### src/sv/mpq_pkg.sv
package mpq_pkg;

  localparam int unsigned KeyW        = 64;
  localparam int unsigned CountW      = 7;
  localparam int unsigned DefCapacity = 64;

  localparam logic [KeyW-1:0] KeyAllOnes = {KeyW{1'b1}};

  localparam logic CMD_INSERT  = 1'b0;
  localparam logic CMD_EXTRACT = 1'b1;

  typedef enum logic [1:0] {
    STATUS_OK    = 2'd0,
    STATUS_EMPTY = 2'd1,
    STATUS_FULL  = 2'd2
  } mpq_status_e;

  // operation broadcast to every cell
  typedef struct packed {
    logic            ins;
    logic            ext;
    logic [KeyW-1:0] key;
  } mpq_op_t;

  // what a cell shows its neighbors
  typedef struct packed {
    logic            valid;
    logic            ahead;   // broadcast key sorts ahead of this cell
    logic [KeyW-1:0] key;
  } mpq_link_t;

endpackage

### src/sv/mpq_cell.sv
module mpq_cell
  import mpq_pkg::*;
(
  input  logic      clk_i,
  input  logic      rst_ni,
  input  mpq_op_t   op_i,
  input  mpq_link_t left_i,
  input  mpq_link_t right_i,
  output mpq_link_t link_o
);

  logic            valid_q, valid_d;
  logic [KeyW-1:0] key_q, key_d;
  logic            ahead;

  assign ahead = !valid_q || (op_i.key < key_q);

  always_comb begin
    valid_d = valid_q;
    key_d   = key_q;
    if (op_i.ins) begin
      if (left_i.ahead) begin
        // shift right to open the slot further left
        valid_d = left_i.valid;
        key_d   = left_i.key;
      end else if (ahead) begin
        valid_d = 1'b1;
        key_d   = op_i.key;
      end
    end else if (op_i.ext) begin
      // advance toward the head
      valid_d = right_i.valid;
      key_d   = right_i.key;
    end
  end

  always_ff @(posedge clk_i or negedge rst_ni) begin
    if (!rst_ni) begin
      valid_q <= 1'b0;
    end else begin
      valid_q <= valid_d;
    end
  end

  always_ff @(posedge clk_i) begin
    key_q <= key_d;
  end

  assign link_o = '{valid: valid_q, ahead: ahead, key: key_q};

endmodule

### config.mk
export PLATFORM = sky130hd
export DESIGN_NAME = mpq_cell
export DESIGN_NICKNAME = d
export VERILOG_FILES = /design/src/sv/mpq_pkg.sv /design/src/sv/mpq_cell.sv
export SDC_FILE = /design/constraint.sdc
export NUM_CORES = 1
export LEC_CHECK = 0
export BUFFER_PORTS_ARGS = -buffer_cell sky130_fd_sc_hd__buf_2
export CORE_MARGIN = 2
export CORE_UTILIZATION = 45
export DETAILED_ROUTE_END_ITERATION = 10
export PLACE_DENSITY_LB_ADDON = 0.2
export SYNTH_ARGS = -nofsm -noshare
export SYNTH_HDL_FRONTEND = slang
export SYNTH_SLANG_ARGS = --single-unit
### constraint.sdc
create_clock -name clk_i -period 7.3 [get_ports clk_i]
set_input_delay 1.46 -clock clk_i [delete_from_list [all_inputs] [get_ports clk_i]]
set_output_delay 1.46 -clock clk_i [all_outputs]
set_load 0.02 [all_outputs]
==> results.toml <==
[timing]
maxSlewHeadroom_pct = 25.0
tightest_slew_ns = 1.13
finalSetupViolCount = 0
slew_viol_final = 0
fin_crit_ns = 4.69
hold_viol = 0
rsz0062_at_grt = "false"
holdWs_ns = 0.721
setup_tns_ns = 0
clock_skew_ns = 0.00756
setup_ws_ns = 2.61
period_share_pct = 64.2
max_freq_ghz = 0.213

[logic_synthesis]
postSynthAreaPerCell_um2 = 9.45
yosysSeqAreaShare_pct = 39.8
yosys_warnings = 0
ys_ff_latch = 65
synth_top_area_cell = "edfxtp_1"
synth_cell_types = 35
synth_top_area_share_pct = 39.3
synth.area.top_cells = "edfxtp_1 (39%), ha_1 (16%), mux2i_1 (13%)"
syn-instance-count = 518
syn_area_mm2 = 0.00489
syn_nets = 781

[final_layout]
syn2layout_area_growth_pct = 32.9
final_area_mm2 = 0.00650
fill_cells = 1002
final_nets = 1034
drive_gt1_share_pct = 37.0

[clock_network]
cts_tree = "built"
clockBufferDepth = 2
ctsHoldBuffers = 0
clk_latency_ns = 0.34
post_cts_resized = 0
clock_tree.root_cell = "clkbuf_8"
htree_levels = 3
path_clk_slew_ns = 0.07
numClockSinks = 65
cts_made_buffers = 9
postCtsSetupBuffers = 0

[route]
wl_per_cell_um = 14.7
drtPass1Iterations = 4
drt_iter0_drc = 141
wl_um = 13500
via_per_inst = 5.05
ant_nets = 0
drc = 0
via_count = 4628

[setup_path]
r2r_slack_ns = 4.54
r2r-start = "key_q[51]$_DFFE_PP_"
critical_path.max_fanout = 3
worstPathArrival_ns = 3.23
worstReg2RegEnd = "key_q[17]$_DFFE_PP_"
critPathLaunchType = "primary input"
cp.required_ns = 5.84
cp_slowest_cell = "nor4_1"
crit_type = "in2out"
rr_worst_depth = 9
slowest_delay_ns = 0.42
cp_cell_sequence = "buf_2 -> ha_1 -> nand4_1 -> nor4_1 -> o21ai_1 -> a31o_1 -> a21oi_1 -> o21ai_1 -> buf_2"
endpoint_kind = "primary output"

[power_and_ir_drop]
total_power_mw = 1.13
p_leak_nw = 3.44
irDropWorstVdd_uv = 107
p_per_area_mw_per_mm2 = 173

[die]
core_mm2 = 0.0107
initial_core_util_pct = 45.6
die_area_mm2 = 0.0117
die-width_um = 108
std_cell_rows = 38
num_io_pins = 266
die_h_um = 108

[placement]
numPortBuffers = 264
dpl.hpwl_um = 10700
place_ws_ns = 2.61
gp_congestion = 0.800
dpl_cell_area_mm2 = 0.00632

[global_routing]
grt_use_total_pct = 22.4
grt_pass1_wl_um = 20400
grt_pass1_vias = 4549
grt_max_degree = 105
antenna_found_initial = 1
grt_overflow = 0

[min_path]
whs_path_depth = 2
hp-class = "reg2reg"
hold_end = "valid_q$_DFFE_PN0P_"
hold_start = "valid_q$_DFFE_PN0P_"

[run]
maxCapViolCount = 0

[status]
status = "complete, no violations"
synth_stat cells:
cell,n
nand2b_1,1
and4_1,2
a221oi_1,1
o21ai_0,11
a211oi_2,1
a211oi_1,3
clkbuf_1,15
a21oi_1,90
o22a_1,1
nand2_1,22
a21o_1,4
nand3b_1,1
inv_1,64
nand3_1,3
nor4_2,1
a221o_1,1
nor3_1,3
edfxtp_1,64
nor2b_1,2
buf_4,3
buf_2,7
ha_1,63
o21ai_1,2
a31o_1,1
nor4_1,1
nand4_1,7
o311ai_0,1
mux2_2,1
or2_2,1
o211a_1,1
mux2i_1,64
nor2_1,73
dfrtp_1,1
a41o_1,1
o2111ai_1,1
flip-flops by register name (all words and copies together) (netlist names):
| register | cells |
|---|---|
| valid_q | 1 |
| key_q | 64 |
how the worst max path moves through the flow:
stage | startpoint | to | depth (start not counted)
finish | op_i[30] | link_o[64] | 9
global route | op_i[61] | link_o[64] | 9
CTS | op_i[61] | link_o[64] | 9
detailed placement | op_i[61] | link_o[64] | 9
global placement | op_i[61] | link_o[64] | 9
floorplan | op_i[51] | key_q[0]$_DFFE_PP_ | 7
cell usage in the layout, fill, tap and decap left out, types with 2 or more instances in the layout:
cell type / count
mux2i_1: 64
o21ai_1: 2
nand4_1: 7
a21oi_1: 90
nor2b_1: 2
nor3_1: 3
nor2_1: 73
ha_1: 63
clkinv_2: 4
and4_1: 2
a211oi_1: 2
nand3_1: 3
o21ai_0: 11
nand2_1: 22
clkbuf_8: 9
edfxtp_1: 64
inv_1: 64
a21o_1: 4
buf_2: 262
buf_4: 5
cell type report:
type                    instances  area [um^2]  share of cell area (%)
diodes                          1         2.50                  0.0385
flip-flops and latches         65         1950                    29.9
clock buffers                   9          124                    1.90
well taps                     140          175                    2.69
repair buffers                267         1350                    20.7
inverters                      64          240                    3.69
clock inverters                 7         61.3                   0.942
multi-input cells             364         2610                    40.1
layer usage:
metal,track usage (%),share of wire [%],vias up
met5,0,0,-
met2,41.6,50,177
met3,4.58,7.4,26
li1,-,-,2350
met1,24.6,40,2075
met4,9.43,2.5,0
power breakdown:
part	leakage [nW]	total, mW	switching, mW	internal [mW]
clock network	0.0962	0.298	0.144	0.154
logic	2.70	0.350	0.204	0.145
registers	0.644	0.479	0.0189	0.460
stage by stage:
step	cells	utilization, %
after CTS	916	60.5
final	917	60.5
after detailed placement	900	58.8
after floorplan	518	-
after global placement	900	58.8
after global routing	917	60.5
cell families (layout without fill, tap and decap cells):
group / count (synthesis) / in the layout / share of synthesized area [%]
flops: 65 / 65 / 39.8
other cells: 0 / 1 / 0
mux: 65 / 65 / 13.3
fa+ha+maj: 63 / 63 / 16.1
buf+inv: 89 / 347 / 7.23
simple gates: 117 / 117 / 10.2
compound gates: 119 / 119 / 13.4
critical path: cells and delay by family:
family,cells,cell delay (ns)
buffers and inverters,2,0.30
adder cells (fa/ha/maj),1,0.29
AND/OR/NAND/NOR,2,0.58
AO/OA/AOI/OAI,4,0.60
Note: power is estimated with default switching activity, not from simulation.
